--- src/design/kps_pkg.sv ---
// Package with the types, constants and helper functions of the keypad scanner.
package kps_pkg;

  typedef enum logic [2:0] {
    PH_IDLE     = 3'd0,
    PH_PRESS    = 3'd1,
    PH_DEBOUNCE = 3'd2,
    PH_SCAN     = 3'd3,
    PH_RELEASE  = 3'd4
  } phase_t;

  typedef struct packed {
    logic [3:0] row_drive;
    logic       key_valid;
    logic [1:0] key_row;
    logic [1:0] key_col;
    logic       echo_enable;
  } res_t;

  localparam logic [3:0]  COLS_IDLE      = 4'hF;
  localparam logic [3:0]  ALL_ROWS       = 4'h0;
  localparam logic [15:0] DEBOUNCE_RESET = 16'd20;
  localparam logic [1:0]  LOCK_ROW       = 2'd3;
  localparam logic [1:0]  COL_UNLOCK     = 2'd0;
  localparam logic [1:0]  COL_LOCK       = 2'd2;

  function automatic logic [3:0] row_pattern(input logic [1:0] row);
    row_pattern = ~(4'b0001 << row);
  endfunction

  function automatic logic [1:0] col_index(input logic [3:0] cols);
    case (cols)
      4'b1110: col_index = 2'd0;
      4'b1101: col_index = 2'd1;
      4'b1011: col_index = 2'd2;
      default: col_index = 2'd3;
    endcase
  endfunction

endpackage

--- src/design/kps_in_reg.sv ---
// Input register that holds one column sample until the scan logic takes it.
module kps_in_reg (
  input  logic       clk,
  input  logic       rst_n,
  input  logic       in_valid,
  output logic       in_stall,
  input  logic [3:0] in_col_sense,
  input  logic       advance,
  output logic       held_valid,
  output logic [3:0] held_col
);

  logic       valid_r, valid_nxt;
  logic [3:0] col_r, col_nxt;

  assign in_stall = valid_r && !advance;

  always_comb begin
    valid_nxt = valid_r;
    col_nxt   = col_r;
    if (!in_stall) begin
      valid_nxt = in_valid;
      if (in_valid) begin
        col_nxt = in_col_sense;
      end
    end
  end

  always_ff @(posedge clk) begin
    if (!rst_n) begin
      valid_r <= 1'b0;
    end else begin
      valid_r <= valid_nxt;
    end
    col_r <= col_nxt;
  end

  assign held_valid = valid_r;
  assign held_col   = col_r;

endmodule

--- src/design/kps_core.sv ---
// Scan state machine that turns one column sample into one result.
module kps_core (
  input  logic          clk,
  input  logic          rst_n,
  input  logic          step,
  input  logic [3:0]    col_sense,
  input  logic [15:0]   debounce_ticks,
  output kps_pkg::res_t result
);

  kps_pkg::phase_t phase_r, phase_nxt;
  logic            confirm_r, confirm_nxt;
  logic [15:0]     count_r, count_nxt;
  logic [1:0]      row_r, row_nxt;
  logic [3:0]      cols_r, cols_nxt;
  logic            lock_r, lock_nxt;
  logic            idle_s;
  logic            done_wait;
  logic [1:0]      kcol;

  assign idle_s    = (col_sense == kps_pkg::COLS_IDLE);
  assign done_wait = (count_r >= debounce_ticks);
  assign kcol      = kps_pkg::col_index(cols_r);

  always_comb begin
    phase_nxt   = phase_r;
    confirm_nxt = confirm_r;
    count_nxt   = count_r;
    row_nxt     = row_r;
    cols_nxt    = cols_r;
    lock_nxt    = lock_r;
    case (phase_r)
      kps_pkg::PH_PRESS: begin
        if (!idle_s) begin
          if (confirm_r) begin
            confirm_nxt = 1'b0;
            count_nxt   = '0;
            phase_nxt   = kps_pkg::PH_DEBOUNCE;
          end else begin
            confirm_nxt = 1'b1;
          end
        end else begin
          confirm_nxt = 1'b0;
        end
      end
      kps_pkg::PH_DEBOUNCE: begin
        if (done_wait) begin
          row_nxt   = '0;
          phase_nxt = kps_pkg::PH_SCAN;
        end else begin
          count_nxt = count_r + 16'd1;
        end
      end
      kps_pkg::PH_SCAN: begin
        if (!idle_s) begin
          cols_nxt  = col_sense;
          phase_nxt = kps_pkg::PH_RELEASE;
        end else begin
          row_nxt = row_r + 2'd1;
        end
      end
      kps_pkg::PH_RELEASE: begin
        if (idle_s) begin
          if (row_r == kps_pkg::LOCK_ROW && kcol == kps_pkg::COL_UNLOCK) begin
            lock_nxt = 1'b0;
          end else if (row_r == kps_pkg::LOCK_ROW && kcol == kps_pkg::COL_LOCK) begin
            lock_nxt = 1'b1;
          end
          confirm_nxt = 1'b0;
          phase_nxt   = kps_pkg::PH_IDLE;
        end
      end
      default: begin
        phase_nxt = kps_pkg::PH_IDLE;
        if (idle_s) begin
          if (confirm_r) begin
            confirm_nxt = 1'b0;
            phase_nxt   = kps_pkg::PH_PRESS;
          end else begin
            confirm_nxt = 1'b1;
          end
        end else begin
          confirm_nxt = 1'b0;
        end
      end
    endcase
  end

  always_comb begin
    result           = '0;
    result.row_drive = kps_pkg::ALL_ROWS;
    case (phase_r)
      kps_pkg::PH_DEBOUNCE: begin
        if (done_wait) begin
          result.row_drive = kps_pkg::row_pattern(2'd0);
        end
      end
      kps_pkg::PH_SCAN: begin
        result.row_drive = kps_pkg::row_pattern(row_nxt);
      end
      kps_pkg::PH_RELEASE: begin
        if (idle_s) begin
          result.key_valid = 1'b1;
          result.key_row   = row_r;
          result.key_col   = kcol;
          if (kcol == kps_pkg::COL_LOCK && row_r == kps_pkg::LOCK_ROW) begin
            result.echo_enable = 1'b0;
          end else begin
            result.echo_enable = !lock_r;
          end
        end else begin
          result.row_drive = kps_pkg::row_pattern(row_r);
        end
      end
      default: begin
        result.row_drive = kps_pkg::ALL_ROWS;
      end
    endcase
  end

  always_ff @(posedge clk) begin
    if (!rst_n) begin
      phase_r   <= kps_pkg::PH_IDLE;
      confirm_r <= 1'b0;
      count_r   <= '0;
      row_r     <= '0;
      cols_r    <= kps_pkg::COLS_IDLE;
      lock_r    <= 1'b0;
    end else if (step) begin
      phase_r   <= phase_nxt;
      confirm_r <= confirm_nxt;
      count_r   <= count_nxt;
      row_r     <= row_nxt;
      cols_r    <= cols_nxt;
      lock_r    <= lock_nxt;
    end
  end

endmodule

--- src/design/kps_out_reg.sv ---
// Result register that holds one result until the receiving side takes it.
module kps_out_reg (
  input  logic          clk,
  input  logic          rst_n,
  input  logic          held_valid,
  input  kps_pkg::res_t result,
  input  logic          out_stall,
  output logic          advance,
  output logic          out_valid,
  output kps_pkg::res_t out_res
);

  logic          valid_r, valid_nxt;
  kps_pkg::res_t res_r, res_nxt;
  logic          take;

  assign take    = !valid_r || !out_stall;
  assign advance = held_valid && take;

  always_comb begin
    valid_nxt = valid_r;
    res_nxt   = res_r;
    if (take) begin
      valid_nxt = held_valid;
    end
    if (advance) begin
      res_nxt = result;
    end
  end

  always_ff @(posedge clk) begin
    if (!rst_n) begin
      valid_r <= 1'b0;
    end else begin
      valid_r <= valid_nxt;
    end
    res_r <= res_nxt;
  end

  assign out_valid = valid_r;
  assign out_res   = res_r;

endmodule

--- src/design/matrix_keypad_scanner.sv ---
// The scanner takes one column sample per transaction and gives one result for each, in
// order. A sample is held in an input register, and the state machine decides the row drive
// and the key report on the way into the result register. A result is therefore offered
// by the result register once its sample has passed the input register. With no stall, both
// registers pass a transaction on in every cycle, so a new sample can be accepted in every
// clock cycle. A stalled result holds the result register; the input register then fills and
// stalls the input. The debounce register is written through its own port, which is always
// ready, and takes effect on the next sample.
module matrix_keypad_scanner (
  input  logic        clk,
  input  logic        rst_n,
  input  logic        in_valid,
  output logic        in_stall,
  input  logic [3:0]  in_col_sense,
  output logic        out_valid,
  input  logic        out_stall,
  output logic [3:0]  out_row_drive,
  output logic        out_key_valid,
  output logic [1:0]  out_key_row,
  output logic [1:0]  out_key_col,
  output logic        out_echo_enable,
  input  logic        cfg_valid,
  output logic        cfg_ready,
  input  logic [15:0] cfg_debounce_ticks
);

  logic [15:0]   debounce_ticks_r, debounce_ticks_nxt;
  logic          held_valid;
  logic [3:0]    held_col;
  logic          advance;
  kps_pkg::res_t result;
  kps_pkg::res_t out_res;

  assign cfg_ready = 1'b1;

  always_comb begin
    debounce_ticks_nxt = debounce_ticks_r;
    if (cfg_valid && cfg_ready) begin
      debounce_ticks_nxt = cfg_debounce_ticks;
    end
  end

  always_ff @(posedge clk) begin
    if (!rst_n) begin
      debounce_ticks_r <= kps_pkg::DEBOUNCE_RESET;
    end else begin
      debounce_ticks_r <= debounce_ticks_nxt;
    end
  end

  kps_in_reg u_in_reg (
    .clk          (clk),
    .rst_n        (rst_n),
    .in_valid     (in_valid),
    .in_stall     (in_stall),
    .in_col_sense (in_col_sense),
    .advance      (advance),
    .held_valid   (held_valid),
    .held_col     (held_col)
  );

  kps_core u_core (
    .clk            (clk),
    .rst_n          (rst_n),
    .step           (advance),
    .col_sense      (held_col),
    .debounce_ticks (debounce_ticks_r),
    .result         (result)
  );

  kps_out_reg u_out_reg (
    .clk        (clk),
    .rst_n      (rst_n),
    .held_valid (held_valid),
    .result     (result),
    .out_stall  (out_stall),
    .advance    (advance),
    .out_valid  (out_valid),
    .out_res    (out_res)
  );

  assign out_row_drive   = out_res.row_drive;
  assign out_key_valid   = out_res.key_valid;
  assign out_key_row     = out_res.key_row;
  assign out_key_col     = out_res.key_col;
  assign out_echo_enable = out_res.echo_enable;

endmodule

--- config.mk ---
export PLATFORM = sky130hd
export DESIGN_NAME = matrix_keypad_scanner
export DESIGN_NICKNAME = d
export VERILOG_FILES = /design/src/design/kps_pkg.sv /design/src/design/kps_in_reg.sv /design/src/design/kps_core.sv /design/src/design/kps_out_reg.sv /design/src/design/matrix_keypad_scanner.sv
export SDC_FILE = /design/constraint.sdc
export NUM_CORES = 1
export LEC_CHECK = 0
export BUFFER_PORTS_ARGS = -buffer_cell sky130_fd_sc_hd__buf_2
export CAP_MARGIN = 25
export CORE_UTILIZATION = 58
export CTS_BUF_LIST = sky130_fd_sc_hd__clkbuf_4 sky130_fd_sc_hd__clkbuf_8 sky130_fd_sc_hd__clkbuf_16
export DETAILED_ROUTE_END_ITERATION = 8
export GPL_TIMING_DRIVEN = 0
export MAX_ROUTING_LAYER = met4
export PLACE_DENSITY = 0.88
export SYNTH_ARGS = -nofsm -noshare
export SYNTH_HDL_FRONTEND = slang
export SYNTH_HIERARCHICAL = 1
export SYNTH_SLANG_ARGS = --single-unit
--- constraint.sdc ---
create_clock -name clk -period 4.2 [get_ports clk]
set_input_delay 0.42 -clock clk [delete_from_list [all_inputs] [get_ports clk]]
set_output_delay 0.42 -clock clk [all_outputs]
set_load 0.01 [all_outputs]
==> results of run 1 <==
==> final cells by class <==
type	instances	area, um^2
multi-input combinational	241	1750
fill	379	1490
sequential	59	1320
timing repair buffer	36	183
clock buffer	10	131
buffer	15	114
clock inverter	6	104
inverter	25	93.8
tap	70	87.6
==> routing by layer <==
| metal | share of wire | track usage | vias up |
|---|---|---|---|
| li1 | - | - | 1321 |
| met1 | 0.45 | 0.306 | 1282 |
| met2 | 0.48 | 0.396 | 97 |
| met3 | 0.062 | 0.0524 | 8 |
| met4 | 0.014 | 0.126 | 0 |
| met5 | 0 | - | - |
==> cell usage in the layout (no fill, tap or decap), types with 4 or more instances in the layout <==
master	n
clkbuf_8	9
nor2b_1	23
nand4_1	6
dfxtp_1	45
edfxtp_1	14
o21ai_0	9
nand2_1	28
or2_2	4
nand3_1	14
ha_1	22
or4_1	9
inv_1	24
and4_1	4
o21a_1	8
nor3_1	6
buf_2	40
a21oi_1	18
clkbuf_1	5
mux2i_1	23
o31ai_1	10
nor2_1	11
==> state kept, by name, summed over array words and instances (netlist names), 2 cells and up <==
name / cells
u_core/count_r: 16
u_core/cols_r: 4
u_in_reg/held_col: 4
u_out_reg/out_res: 10
u_core/phase_r: 3
debounce_ticks_r: 16
u_core/row_r: 2
==> logic make-up (layout without fill, tap and decap cells) <==
family / after synthesis / in the layout / share of synthesized area
xor+xnor: 3 / 3 / 0.00802
compound gates: 69 / 69 / 0.157
fa+ha+maj: 22 / 22 / 0.0840
mux: 23 / 23 / 0.0703
flops: 59 / 59 / 0.403
buf+inv: 40 / 92 / 0.0634
other cells: 1 / 1 / 0.00114
simple gates: 123 / 123 / 0.213
==> through the flow <==
stage | total power [mW] | std cells | instance area, um^2 | hold WS (ns)
2_1_floorplan | 0.682 | 340 | 3280 | 0.442
3_3_place_gp | 0.708 | 445 | 3540 | 0.456
3_5_place_dp | 0.714 | 446 | 3550 | 0.468
4_1_cts | 1.32 | 462 | 3780 | 0.245
5_1_grt | 1.36 | 462 | 3780 | 0.240
6_report | 1.32 | 462 | 3780 | 0.264
==> critical path: stages, from the launching register on <==
cell      delay (ns)
dfxtp_1         0.44
ha_1            0.28
a21oi_1         0.18
o21ai_0         0.16
a221oi_4        0.44
a21boi_4        0.16
buf_6           0.17
or4_1           0.40
a21oi_1         0.14
==> how the worst min path moves through the flow <==
stage	start	end	slack (ns)
2_1_floorplan	debounce_ticks_r[2]	debounce_ticks_r[2]	0.44
3_3_place_gp	debounce_ticks_r[4]	debounce_ticks_r[4]	0.46
3_5_place_dp	debounce_ticks_r[4]	debounce_ticks_r[4]	0.47
4_1_cts	in_col_sense[1]	u_in_reg/held_col[1]	0.25
5_1_grt	in_col_sense[1]	u_in_reg/held_col[1]	0.24
6_report	in_col_sense[1]	u_in_reg/held_col[1]	0.26
==> where the power goes <==
group          internal [mW]  total, mW  switching, mW
clock                  0.397      0.612          0.216
combinational         0.0451     0.0972         0.0521
sequential             0.599      0.608        0.00886
==> report_table.html, run 1 <==
<table>
<tr><th>Metric</th><th>Value</th></tr>
<tr><th colspan="2">Route</th></tr>
<tr><td>Remaining routing DRC violations</td><td>0</td></tr>
<tr><td>Final routed wire length divided by cell count</td><td>between 15 and 20 um</td></tr>
<tr><td>Total Routed Length</td><td>6940 um</td></tr>
<tr><td>Number of optimization iterations in the first detailed-route pass</td><td>5</td></tr>
<tr><td>Mean number of vias per cell</td><td>5.86</td></tr>
<tr><td>DR vias</td><td>between 2,000 and 3,000</td></tr>
<tr><td>Post-detailed-route count of antenna-violating nets</td><td>0</td></tr>
<tr><td>Number of design-rule violations left by the first detailed-router iteration</td><td>between 150 and 200</td></tr>
<tr><th colspan="2">Cells and area</th></tr>
<tr><td>Area growth syn-to-layout</td><td>15.4%</td></tr>
<tr><td>Antenna cells</td><td>0</td></tr>
<tr><td>Fin util</td><td>0.717</td></tr>
<tr><td>Layout net count</td><td>roughly 430</td></tr>
<tr><td>Share of post-route cells with drive strength above 1</td><td>0.191</td></tr>
<tr><th colspan="2">Place</th></tr>
<tr><td>Final Wtd Congestion</td><td>0.882</td></tr>
<tr><td>Quantity of I/O buffers inserted on ports</td><td>35</td></tr>
<tr><td>DP Wirelength</td><td>between 4000 and 5000 um</td></tr>
<tr><td>Setup WS pre-CTS</td><td>1.69 ns</td></tr>
<tr><th colspan="2">Global route</th></tr>
<tr><td>Overall track demand over capacity in global routing</td><td>0.252</td></tr>
<tr><td>Largest net degree at the start of global routing</td><td>15</td></tr>
<tr><td>Number of antenna violations at the first check in global routing</td><td>0</td></tr>
<tr><td>First-pass GRT wire length</td><td>~11,000 um</td></tr>
<tr><td>Via count of the first global-routing pass</td><td>2,515</td></tr>
<tr><td>Total congestion overflow after global routing</td><td>0</td></tr>
<tr><th colspan="2">Timing</th></tr>
<tr><td>Worst setup skew after layout</td><td>~0.0053 ns</td></tr>
<tr><td>Final cycle utilization of the critical path</td><td>0.585</td></tr>
<tr><td>Setup TNS after final layout</td><td>0 ns</td></tr>
<tr><td>Setup repair after global routing missed its margin</td><td>no</td></tr>
<tr><td>Least setup slack across all paths after layout</td><td>approximately 1.7 ns</td></tr>
<tr><td>Fin. max-slew vios</td><td>0</td></tr>
<tr><td>Worst Max-Slew Pin Slew</td><td>about 0.56 ns</td></tr>
<tr><td>Max-slew headroom</td><td>0.624</td></tr>
<tr><td>Count of endpoints failing hold in the final timing report</td><td>0</td></tr>
<tr><td>Shortest period the worst path allows</td><td>about 2.5 ns</td></tr>
<tr><td>Highest attainable clock frequency</td><td>407 MHz</td></tr>
<tr><td>Setup violations, final</td><td>0</td></tr>
<tr><th colspan="2">Critical path</th></tr>
<tr><td>Endpoint of the worst register-to-register path</td><td>u_core/count_r[2]</td></tr>
<tr><td>Critical Path Sink Type</td><td>flip-flop</td></tr>
<tr><td>Startpoint class of the critical path</td><td>flip-flop</td></tr>
<tr><td>Register-to-register path setup slack</td><td>approximately 1.7 ns</td></tr>
<tr><td>Worst setup startpoint</td><td>u_core/count_r[9]</td></tr>
<tr><td>Capturing element of the worst setup path</td><td>u_core/count_r[2]</td></tr>
<tr><td>Crit Path Max Fanout</td><td>10</td></tr>
<tr><td>Type of the worst setup path</td><td>flip-flop to flip-flop</td></tr>
<tr><td>Critical R2R Launch</td><td>u_core/count_r[9]</td></tr>
<tr><td>Required time at the worst-slack endpoint</td><td>roughly 4.5 ns</td></tr>
<tr><td>Depth of the worst register-to-register path</td><td>8</td></tr>
<tr><td>Data arrival time of the worst path</td><td>about 2.7 ns</td></tr>
<tr><th colspan="2">Yosys</th></tr>
<tr><td>Syn. warnings</td><td>6</td></tr>
<tr><td>Cell area after synthesis</td><td>about 0.0033 mm^2</td></tr>
<tr><td>Most repeated cell in the gate-level netlist after synthesis</td><td>dfxtp_1</td></tr>
<tr><td>Total of flip-flops plus latches after synthesis</td><td>just under 60</td></tr>
<tr><td>Async set or reset register ratio after synthesis</td><td>0</td></tr>
<tr><td>Syn Nets</td><td>387</td></tr>
<tr><td>Part of the Yosys area used for sequential elements</td><td>0.403</td></tr>
<tr><td>Most area-consuming cells after synthesis</td><td>dfxtp_1 28%, edfxtp_1 13%, ha_1 8.4%, mux2i_1 7.0%, nor2b_1 4.4%</td></tr>
<tr><td>Commonest cells in the synthesized netlist</td><td>45 x dfxtp_1, 28 x nand2_1, 24 x inv_1</td></tr>
<tr><td>Unique cell type count in the Yosys netlist</td><td>between 50 and 60</td></tr>
<tr><td>Most used DFF post-synth</td><td>dfxtp_1</td></tr>
<tr><td>Cell type with the highest aggregate area in the netlist</td><td>dfxtp_1</td></tr>
<tr><td>Gate Count Post-Synth</td><td>340</td></tr>
<tr><td>Share of Yosys cell area claimed by the top area cell type</td><td>0.275</td></tr>
<tr><td>Average cell area after synthesis</td><td>9.63 um^2</td></tr>
<tr><td>Number of flops mapped to enable cells by yosys</td><td>14</td></tr>
<tr><th colspan="2">Floorplan</th></tr>
<tr><td>Die Footprint</td><td>0.00595 mm^2</td></tr>
<tr><td>Site row count</td><td>26</td></tr>
<tr><td>Core ar.</td><td>0.00527 mm^2</td></tr>
<tr><td>Count of pins on the block boundary</td><td>38</td></tr>
<tr><td>Die width</td><td>77.2 um</td></tr>
<tr><td>Starting utilization of the core area</td><td>0.622</td></tr>
<tr><td>Height of the chip</td><td>roughly 77 um</td></tr>
<tr><th colspan="2">Clocking</th></tr>
<tr><td>Number of instances resized during post-cts repair</td><td>0</td></tr>
<tr><td>Clock tree from TritonCTS</td><td>built</td></tr>
<tr><td>Root cell of the clock tree</td><td>clkbuf_8</td></tr>
<tr><td>Largest buffer count on any clock path</td><td>2</td></tr>
<tr><td>Sinks on Clock Net</td><td>59</td></tr>
<tr><td>Clock transition at path regs</td><td>approximately 0.070 ns</td></tr>
<tr><td>Total setup buffers inserted after CTS</td><td>0</td></tr>
<tr><td>Total clock buffers created by CTS</td><td>9</td></tr>
<tr><td>Number of hold-repair buffers added at the cts stage</td><td>0</td></tr>
<tr><td>Clock latency at the later pin of the worst-skew pair</td><td>about 0.33 ns</td></tr>
<tr><td>Clock H-tree levels</td><td>3</td></tr>
<tr><th colspan="2">Power</th></tr>
<tr><td>Static leakage power</td><td>~1.5 nW</td></tr>
<tr><td>VDD IR-drop max</td><td>~0.41 mV</td></tr>
<tr><td>Power per cell area</td><td>348 mW/mm^2</td></tr>
<tr><th colspan="2">Worst hold path</th></tr>
<tr><td>Number of cells on the worst hold path</td><td>1</td></tr>
<tr><td>Min-Delay Path Class</td><td>input pin to flip-flop</td></tr>
<tr><th colspan="2">Status</th></tr>
<tr><td>Status</td><td>finished clean</td></tr>
<tr><th colspan="2">Job</th></tr>
<tr><td>Max-capacitance violation count</td><td>0</td></tr>
</table>
No activity file was read; power rests on OpenSTA's default activity.
==> run 2, diff against run 1 <==
clock period = 2.3 ns   (was 4.2 ns; I/O delays follow)
==> run 2 against run 1 <==
The run now ends with setup timing left. Combinational power rose by 100%. Fmax increased by 5.7%. Register-to-register slack worse by 1.8 ns. Sequential power is 83% higher. Non-clock buffer count up 4. Power is 64% higher. Clock skew is 0.0046 ns higher. Count of clock-buffer cells in the layout is 3 higher. First-iteration DRC count rose by 42%. Largest power group is now registers.
==> report_table.html, run 2 (same netlist as run 1, synthesis figures left out) <==
<table>
<tr><th>Metric</th><th>Value</th></tr>
<tr><th colspan="2">Critical path</th></tr>
<tr><td>Critical Path Sink Type</td><td>flip-flop</td></tr>
<tr><td>Type of the worst setup path</td><td>flip-flop to flip-flop</td></tr>
<tr><td>Crit Path Max Fanout</td><td>10</td></tr>
<tr><td>Required time at the worst-slack endpoint</td><td>approximately 2.6 ns</td></tr>
<tr><td>Data arrival time of the worst path</td><td>between 2 and 3 ns</td></tr>
<tr><td>Startpoint class of the critical path</td><td>flip-flop</td></tr>
<tr><th colspan="2">Global route</th></tr>
<tr><td>Total congestion overflow after global routing</td><td>0</td></tr>
<tr><td>Largest net degree at the start of global routing</td><td>16</td></tr>
<tr><td>Via count of the first global-routing pass</td><td>2,731</td></tr>
<tr><td>Overall track demand over capacity in global routing</td><td>0.279</td></tr>
<tr><td>First-pass GRT wire length</td><td>between 10,000 and 15,000 um</td></tr>
<tr><td>Number of antenna violations at the first check in global routing</td><td>0</td></tr>
<tr><th colspan="2">Timing</th></tr>
<tr><td>Max-slew headroom</td><td>0.512</td></tr>
<tr><td>Final cycle utilization of the critical path</td><td>1.01</td></tr>
<tr><td>Highest attainable clock frequency</td><td>~430 MHz</td></tr>
<tr><td>Shortest period the worst path allows</td><td>2.32 ns</td></tr>
<tr><td>Count of endpoints failing hold in the final timing report</td><td>0</td></tr>
<tr><td>Worst Max-Slew Pin Slew</td><td>between 0.7 and 0.8 ns</td></tr>
<tr><td>Least setup slack across all paths after layout</td><td>-0.0248 ns</td></tr>
<tr><td>Fin. max-slew vios</td><td>0</td></tr>
<tr><td>Setup violations, final</td><td>2</td></tr>
<tr><td>Worst setup skew after layout</td><td>between 0.009 and 0.01 ns</td></tr>
<tr><td>Setup repair after global routing missed its margin</td><td>yes</td></tr>
<tr><th colspan="2">Place</th></tr>
<tr><td>Quantity of I/O buffers inserted on ports</td><td>35</td></tr>
<tr><td>Final Wtd Congestion</td><td>about 0.86</td></tr>
<tr><td>DP Wirelength</td><td>approximately 4900 um</td></tr>
<tr><td>Setup WS pre-CTS</td><td>-0.370 ns</td></tr>
<tr><th colspan="2">Floorplan</th></tr>
<tr><td>Starting utilization of the core area</td><td>0.622</td></tr>
<tr><td>Site row count</td><td>26</td></tr>
<tr><td>Core ar.</td><td>between 0.005 and 0.006 mm^2</td></tr>
<tr><td>Height of the chip</td><td>between 70 and 80 um</td></tr>
<tr><td>Count of pins on the block boundary</td><td>38</td></tr>
<tr><td>Die width</td><td>between 70 and 80 um</td></tr>
<tr><td>Die Footprint</td><td>a little under 0.006 mm^2</td></tr>
<tr><th colspan="2">Power</th></tr>
<tr><td>Power per cell area</td><td>552 mW/mm^2</td></tr>
<tr><td>Power consumption</td><td>about 2.2 mW</td></tr>
<tr><td>Static leakage power</td><td>1.55 nW</td></tr>
<tr><td>Cell Int Power</td><td>1.64 mW</td></tr>
<tr><td>VDD IR-drop max</td><td>between 0.4 and 0.5 mV</td></tr>
<tr><td>Proportion of power drawn by combinational gates</td><td>0.092</td></tr>
<tr><td>Part of the total power dissipated in the clock network</td><td>0.392</td></tr>
<tr><td>Switching share of power</td><td>0.242</td></tr>
<tr><td>Part of the total power dissipated in sequential elements</td><td>0.516</td></tr>
<tr><td>Net switching power</td><td>0.522 mW</td></tr>
<tr><th colspan="2">Route</th></tr>
<tr><td>Number of design-rule violations left by the first detailed-router iteration</td><td>about 280</td></tr>
<tr><td>Mean number of vias per cell</td><td>6.30</td></tr>
<tr><td>Post-detailed-route count of antenna-violating nets</td><td>0</td></tr>
<tr><td>Number of optimization iterations in the first detailed-route pass</td><td>6</td></tr>
<tr><td>Total Routed Length</td><td>8600 um</td></tr>
<tr><td>Remaining routing DRC violations</td><td>0</td></tr>
<tr><td>DR vias</td><td>2,940</td></tr>
<tr><td>Final routed wire length divided by cell count</td><td>18.4 um</td></tr>
<tr><th colspan="2">Status</th></tr>
<tr><td>Violated checks</td><td>setup timing</td></tr>
<tr><td>Status</td><td>complete, but fails checks</td></tr>
<tr><th colspan="2">Clocking</th></tr>
<tr><td>Clock transition at path regs</td><td>roughly 0.060 ns</td></tr>
<tr><td>Clock latency at the later pin of the worst-skew pair</td><td>0.34 ns</td></tr>
<tr><td>Total clock buffers created by CTS</td><td>9</td></tr>
<tr><td>Largest buffer count on any clock path</td><td>2</td></tr>
<tr><td>Clock tree from TritonCTS</td><td>built</td></tr>
<tr><td>Number of hold-repair buffers added at the cts stage</td><td>0</td></tr>
<tr><td>Sinks on Clock Net</td><td>59</td></tr>
<tr><td>Root cell of the clock tree</td><td>clkbuf_8</td></tr>
<tr><td>Clock H-tree levels</td><td>3</td></tr>
<tr><th colspan="2">Cells and area</th></tr>
<tr><td>Leading cell type in the layout, fill and taps excluded</td><td>buf_2</td></tr>
<tr><td>Commonest cells after routing, fill and taps aside</td><td>41 x buf_2, 30 x dfxtp_1, 27 x nand2_1</td></tr>
<tr><td>Antenna cells</td><td>0</td></tr>
<tr><td>Area growth syn-to-layout</td><td>19.4%</td></tr>
<tr><td>Layout net count</td><td>between 400 and 500</td></tr>
<tr><td>Share of post-route cells with drive strength above 1</td><td>0.290</td></tr>
<tr><th colspan="2">Job</th></tr>
<tr><td>Max-capacitance violation count</td><td>0</td></tr>
<tr><th colspan="2">Worst hold path</th></tr>
<tr><td>Min-Delay Path Class</td><td>input pin to flip-flop</td></tr>
</table>
run 2: cell types whose count changed in the layout (fill, tap and decap cells not counted), moves of 3 or more:
| cell | previous run | this run |
|---|---|---|
| o21ai_0 | 9 | 6 |
| a21oi_2 | 0 | 4 |
| ha_4 | 0 | 6 |
| ha_1 | 22 | 16 |
| buf_4 | 2 | 5 |
| a21oi_1 | 18 | 14 |
| bufinv_16 | 3 | 0 |
| dfxtp_1 | 45 | 30 |
| dfxtp_2 | 0 | 15 |
run 2: cell type report:
cell class                      instances  area [um^2]
Multi-Input combinational cell        242         1890
Clock inverter                          3         13.8
Tap cell                               70         87.6
Buffer                                 15          115
Inverter                               25         93.8
Timing Repair Buffer                   40          210
Sequential cell                        59         1340
Clock buffer                           13          160
Fill cell                             351         1360
run 2: layer usage:
metal	vias to the layer above	GRT usage	part of all wire
li1	1329	-	-
met1	1351	0.334	0.40
met2	210	0.444	0.48
met3	50	0.0464	0.075
met4	0	0.158	0.050
met5	-	-	0
run 2: metrics by stage:
step                      setup TNS, ns  instances   util  cell area (um^2)  hold WS [ns]
after detailed placement          -4.42        445  0.672              3540         0.408
after global placement            -3.17        445  0.672              3540         0.407
after CTS                             0        466  0.717              3780        0.0605
after global routing             -0.343        467  0.742              3910        0.0631
after floorplan                       0        340      -              3280         0.329
final                           -0.0312        467  0.742              3910        0.0700
run 2: worst max-delay path: stages, from the launching register on:
cell and delay [ns]:
dfxtp_2 0.34, inv_1 0.09, ha_4 0.28, and4_1 0.21, o21ai_1 0.09, o311a_4 0.42, a21boi_4 0.26, buf_6 0.17
buf_12 0.12, o21ai_0 0.09, a21oi_1 0.17
run 2: path summary, 6_finish.rpt:
path                                     startpoint              endpoint  slack (ns)  depth (start not counted)
worst max-delay path            debounce_ticks_r[6]     u_core/count_r[0]       -0.02                         10
worst min-delay path                in_col_sense[1]  u_in_reg/held_col[1]        0.07                          1
worst max register to register  debounce_ticks_r[6]     u_core/count_r[0]       -0.02                         10
worst min register to register  debounce_ticks_r[4]   debounce_ticks_r[4]        0.49                          2
run 2: what timing repair did:
| item | 4_1_cts | 5_1_grt |
|---|---|---|
| setup endpoints to repair | 16 | 19 |
| hold endpoints to repair | 0 | 0 |
| cloned | 2 | 0 |
| gates resized for setup | 7 | 33 |
| setup buffers | 3 | 1 |
| pin swaps | 3 | 10 |
run 2: power groups by stage:
stage | logic (mW) | registers (mW) | clock network [mW]
after CTS | 0.180 | 1.11 | 0.848
after floorplan | 0.112 | 1.13 | 0
after global placement | 0.165 | 1.13 | 0
after detailed placement | 0.172 | 1.13 | 0
after global routing | 0.214 | 1.12 | 0.884
final | 0.199 | 1.11 | 0.846
==> run 3, diff against run 2 <==
CELL_PAD_IN_SITES_DETAIL_PLACEMENT = 1   (was not set)
CELL_PAD_IN_SITES_GLOBAL_PLACEMENT = 1   (was not set)
CORE_UTILIZATION = 45   (was 58)
==> run 3 against run 2 <==
The flow still finishes with violations (setup timing). Setup slack worse by 0.20 ns. Sequential power barely moved. Combinational power grew 15%. Design area increased by 3.8%. Highest routed layer unchanged.
==> report_table.html, run 3 (same netlist as run 1, synthesis figures left out) <==
<table>
<tr><th>Metric</th><th>Value</th></tr>
<tr><th colspan="2">Power</th></tr>
<tr><td>Power per cell area</td><td>roughly 580 mW/mm^2</td></tr>
<tr><td>Power consumption</td><td>between 2 and 2.5 mW</td></tr>
<tr><td>Static leakage power</td><td>1.58 nW</td></tr>
<tr><td>VDD IR-drop max</td><td>between 0.5 and 0.6 mV</td></tr>
<tr><th colspan="2">Clocking</th></tr>
<tr><td>Sinks on Clock Net</td><td>59</td></tr>
<tr><td>Largest buffer count on any clock path</td><td>2</td></tr>
<tr><td>Root cell of the clock tree</td><td>clkbuf_8</td></tr>
<tr><td>Clock transition at path regs</td><td>around 0.080 ns</td></tr>
<tr><td>Number of hold-repair buffers added at the cts stage</td><td>0</td></tr>
<tr><td>Clock H-tree levels</td><td>3</td></tr>
<tr><td>Clock latency at the later pin of the worst-skew pair</td><td>about 0.36 ns</td></tr>
<tr><td>Total clock buffers created by CTS</td><td>9</td></tr>
<tr><td>Clock tree from TritonCTS</td><td>built</td></tr>
<tr><th colspan="2">Floorplan</th></tr>
<tr><td>Die width</td><td>87.3 um</td></tr>
<tr><td>Die Footprint</td><td>approximately 0.0076 mm^2</td></tr>
<tr><td>Core ar.</td><td>about 0.0069 mm^2</td></tr>
<tr><td>Count of pins on the block boundary</td><td>38</td></tr>
<tr><td>Site row count</td><td>30</td></tr>
<tr><td>Starting utilization of the core area</td><td>0.474</td></tr>
<tr><td>Height of the chip</td><td>approximately 87 um</td></tr>
<tr><th colspan="2">Timing</th></tr>
<tr><td>Worst setup skew after layout</td><td>about 0.012 ns</td></tr>
<tr><td>Highest attainable clock frequency</td><td>between 300 and 400 MHz</td></tr>
<tr><td>Max-slew headroom</td><td>0.417</td></tr>
<tr><td>Setup violations, final</td><td>16</td></tr>
<tr><td>Fin. max-slew vios</td><td>0</td></tr>
<tr><td>Least setup slack across all paths after layout</td><td>-0.227 ns</td></tr>
<tr><td>Final cycle utilization of the critical path</td><td>1.10</td></tr>
<tr><td>Worst Max-Slew Pin Slew</td><td>about 0.87 ns</td></tr>
<tr><td>Setup repair after global routing missed its margin</td><td>yes</td></tr>
<tr><td>Shortest period the worst path allows</td><td>between 2 and 3 ns</td></tr>
<tr><td>Count of endpoints failing hold in the final timing report</td><td>0</td></tr>
<tr><th colspan="2">Critical path</th></tr>
<tr><td>Type of the worst setup path</td><td>flip-flop to flip-flop</td></tr>
<tr><td>Slowest stage delay, CP</td><td>0.54 ns</td></tr>
<tr><td>Startpoint class of the critical path</td><td>flip-flop</td></tr>
<tr><td>Worst setup startpoint</td><td>u_core/count_r[0]</td></tr>
<tr><td>Register-to-register path setup slack</td><td>-0.23 ns</td></tr>
<tr><td>Slowest-stage cell, CP</td><td>or4_1</td></tr>
<tr><td>Data arrival time of the worst path</td><td>between 2 and 3 ns</td></tr>
<tr><td>Critical R2R Launch</td><td>u_core/count_r[0]</td></tr>
<tr><td>Required time at the worst-slack endpoint</td><td>around 2.6 ns</td></tr>
<tr><td>Cell-by-cell listing of the critical path</td><td>inv_1 &gt; ha_1 &gt; nand2b_4 &gt; a2111oi_4 &gt; o311a_4 &gt; buf_4 &gt; a21boi_2 &gt; or4_1 &gt; a21oi_1</td></tr>
<tr><td>Crit Path Max Fanout</td><td>4</td></tr>
<tr><td>Critical Path Sink Type</td><td>flip-flop</td></tr>
<tr><th colspan="2">Global route</th></tr>
<tr><td>Overall track demand over capacity in global routing</td><td>0.288</td></tr>
<tr><td>Via count of the first global-routing pass</td><td>3,098</td></tr>
<tr><td>Total congestion overflow after global routing</td><td>0</td></tr>
<tr><td>Number of antenna violations at the first check in global routing</td><td>0</td></tr>
<tr><td>Largest net degree at the start of global routing</td><td>16</td></tr>
<tr><td>First-pass GRT wire length</td><td>around 16,000 um</td></tr>
<tr><th colspan="2">Place</th></tr>
<tr><td>Number of placed instances with taps included</td><td>approximately 470</td></tr>
<tr><td>Final Wtd Congestion</td><td>0.852</td></tr>
<tr><td>DP Wirelength</td><td>roughly 6000 um</td></tr>
<tr><td>Quantity of I/O buffers inserted on ports</td><td>35</td></tr>
<tr><th colspan="2">Cells and area</th></tr>
<tr><td>Area growth syn-to-layout</td><td>23.9%</td></tr>
<tr><td>Leading cell type in the layout, fill and taps excluded</td><td>buf_2</td></tr>
<tr><td>Share of post-route cells with drive strength above 1</td><td>0.327</td></tr>
<tr><td>Fillcell total</td><td>~790</td></tr>
<tr><td>Antenna cells</td><td>0</td></tr>
<tr><td>Commonest cells after routing, fill and taps aside</td><td>41 x buf_2, 29 x dfxtp_1, 28 x nand2_1</td></tr>
<tr><td>Fin util</td><td>0.588</td></tr>
<tr><td>Layout net count</td><td>about 450</td></tr>
<tr><td>Post-route non-filler standard cell count</td><td>500</td></tr>
<tr><th colspan="2">Route</th></tr>
<tr><td>Post-detailed-route count of antenna-violating nets</td><td>0</td></tr>
<tr><td>Remaining routing DRC violations</td><td>0</td></tr>
<tr><td>DR vias</td><td>around 3,200</td></tr>
<tr><td>Total Routed Length</td><td>~12,000 um</td></tr>
<tr><td>Number of optimization iterations in the first detailed-route pass</td><td>5</td></tr>
<tr><td>Number of design-rule violations left by the first detailed-router iteration</td><td>around 370</td></tr>
<tr><td>Final routed wire length divided by cell count</td><td>approximately 24 um</td></tr>
<tr><td>Mean number of vias per cell</td><td>approximately 6.3</td></tr>
<tr><th colspan="2">Status</th></tr>
<tr><td>Violated checks</td><td>setup timing</td></tr>
<tr><td>Status</td><td>complete, but fails checks</td></tr>
<tr><th colspan="2">Job</th></tr>
<tr><td>Max-capacitance violation count</td><td>0</td></tr>
<tr><th colspan="2">Worst hold path</th></tr>
<tr><td>Min-Delay Path Class</td><td>input pin to flip-flop</td></tr>
<tr><td>Startpoint of the worst hold path</td><td>in_col_sense[1]</td></tr>
</table>
==> run 3: cell types whose count changed in the layout (fill, tap and decap cells not counted), sizes merged <==
cell	before	now
buf	50	58
clkbuf	18	13
clkinvlp	0	3
bufinv	0	1
==> run 3: power breakdown <==
part	internal, mW	switching, mW	total, mW
registers	1.09	0.0224	1.12
logic	0.0979	0.130	0.228
clock network	0.505	0.491	0.996
==> run 3: metal layers <==
layer,share of wire,global-route usage,up-vias
met5,0,-,-
met1,0.39,0.328,1531
li1,-,-,1342
met2,0.48,0.489,211
met3,0.079,0.0559,71
met4,0.053,0.127,0
==> run 3: layout make-up <==
class | instances | area (um^2) | area share
Inverter | 25 | 93.8 | 0.0231
Timing Repair Buffer | 48 | 274 | 0.0675
Multi-Input combinational cell | 242 | 1910 | 0.471
Sequential cell | 59 | 1340 | 0.331
Tap cell | 96 | 120 | 0.0296
Clock inverter | 7 | 78.8 | 0.0194
Clock buffer | 9 | 124 | 0.0305
Buffer | 14 | 111 | 0.0274
==> run 3: path summary, 6_finish.rpt <==
| check | to | cells past startpoint |
|---|---|---|
| worst max-delay path | u_core/count_r[10] | 9 |
| worst min-delay path | u_in_reg/held_col[1] | 1 |
| worst max register to register | u_core/count_r[10] | 9 |
| worst min register to register | debounce_ticks_r[8] | 2 |
==> run 3: per-stage QoR <==
step | instance area (um^2) | hold slack [ns] | worst slack (ns) | TNS (ns)
finish | 4060 | 0.0474 | -0.227 | -1.70
global route | 4060 | 0.0316 | -0.249 | -2.31
CTS | 3920 | 0.0472 | -0.00431 | -0.00642
detailed placement | 3570 | 0.409 | -0.498 | -6.25
global placement | 3570 | 0.408 | -0.385 | -4.60
floorplan | 3280 | 0.329 | 0.105 | 0
==> run 3: worst max-delay path, delay by kind of cell, from the launching register on <==
| kind | cells | cell delay (ns) |
|---|---|---|
| buffers and inverters | 2 | 0.21 |
| adder cells (fa/ha/maj) | 1 | 0.35 |
| AND/OR/NAND/NOR | 2 | 0.71 |
| flip-flops | 1 | 0.34 |
| AO/OA/AOI/OAI | 4 | 0.83 |
==> run 3: repair_timing <==
item / in CTS / in global routing
endpoints found under the setup margin: 21 / 24
gates resized for setup: 13 / 38
gates cloned: 2 / 0
pin swaps: 9 / 16
hold endpoints to repair: 0 / 0
buffers inserted: 9 / 3
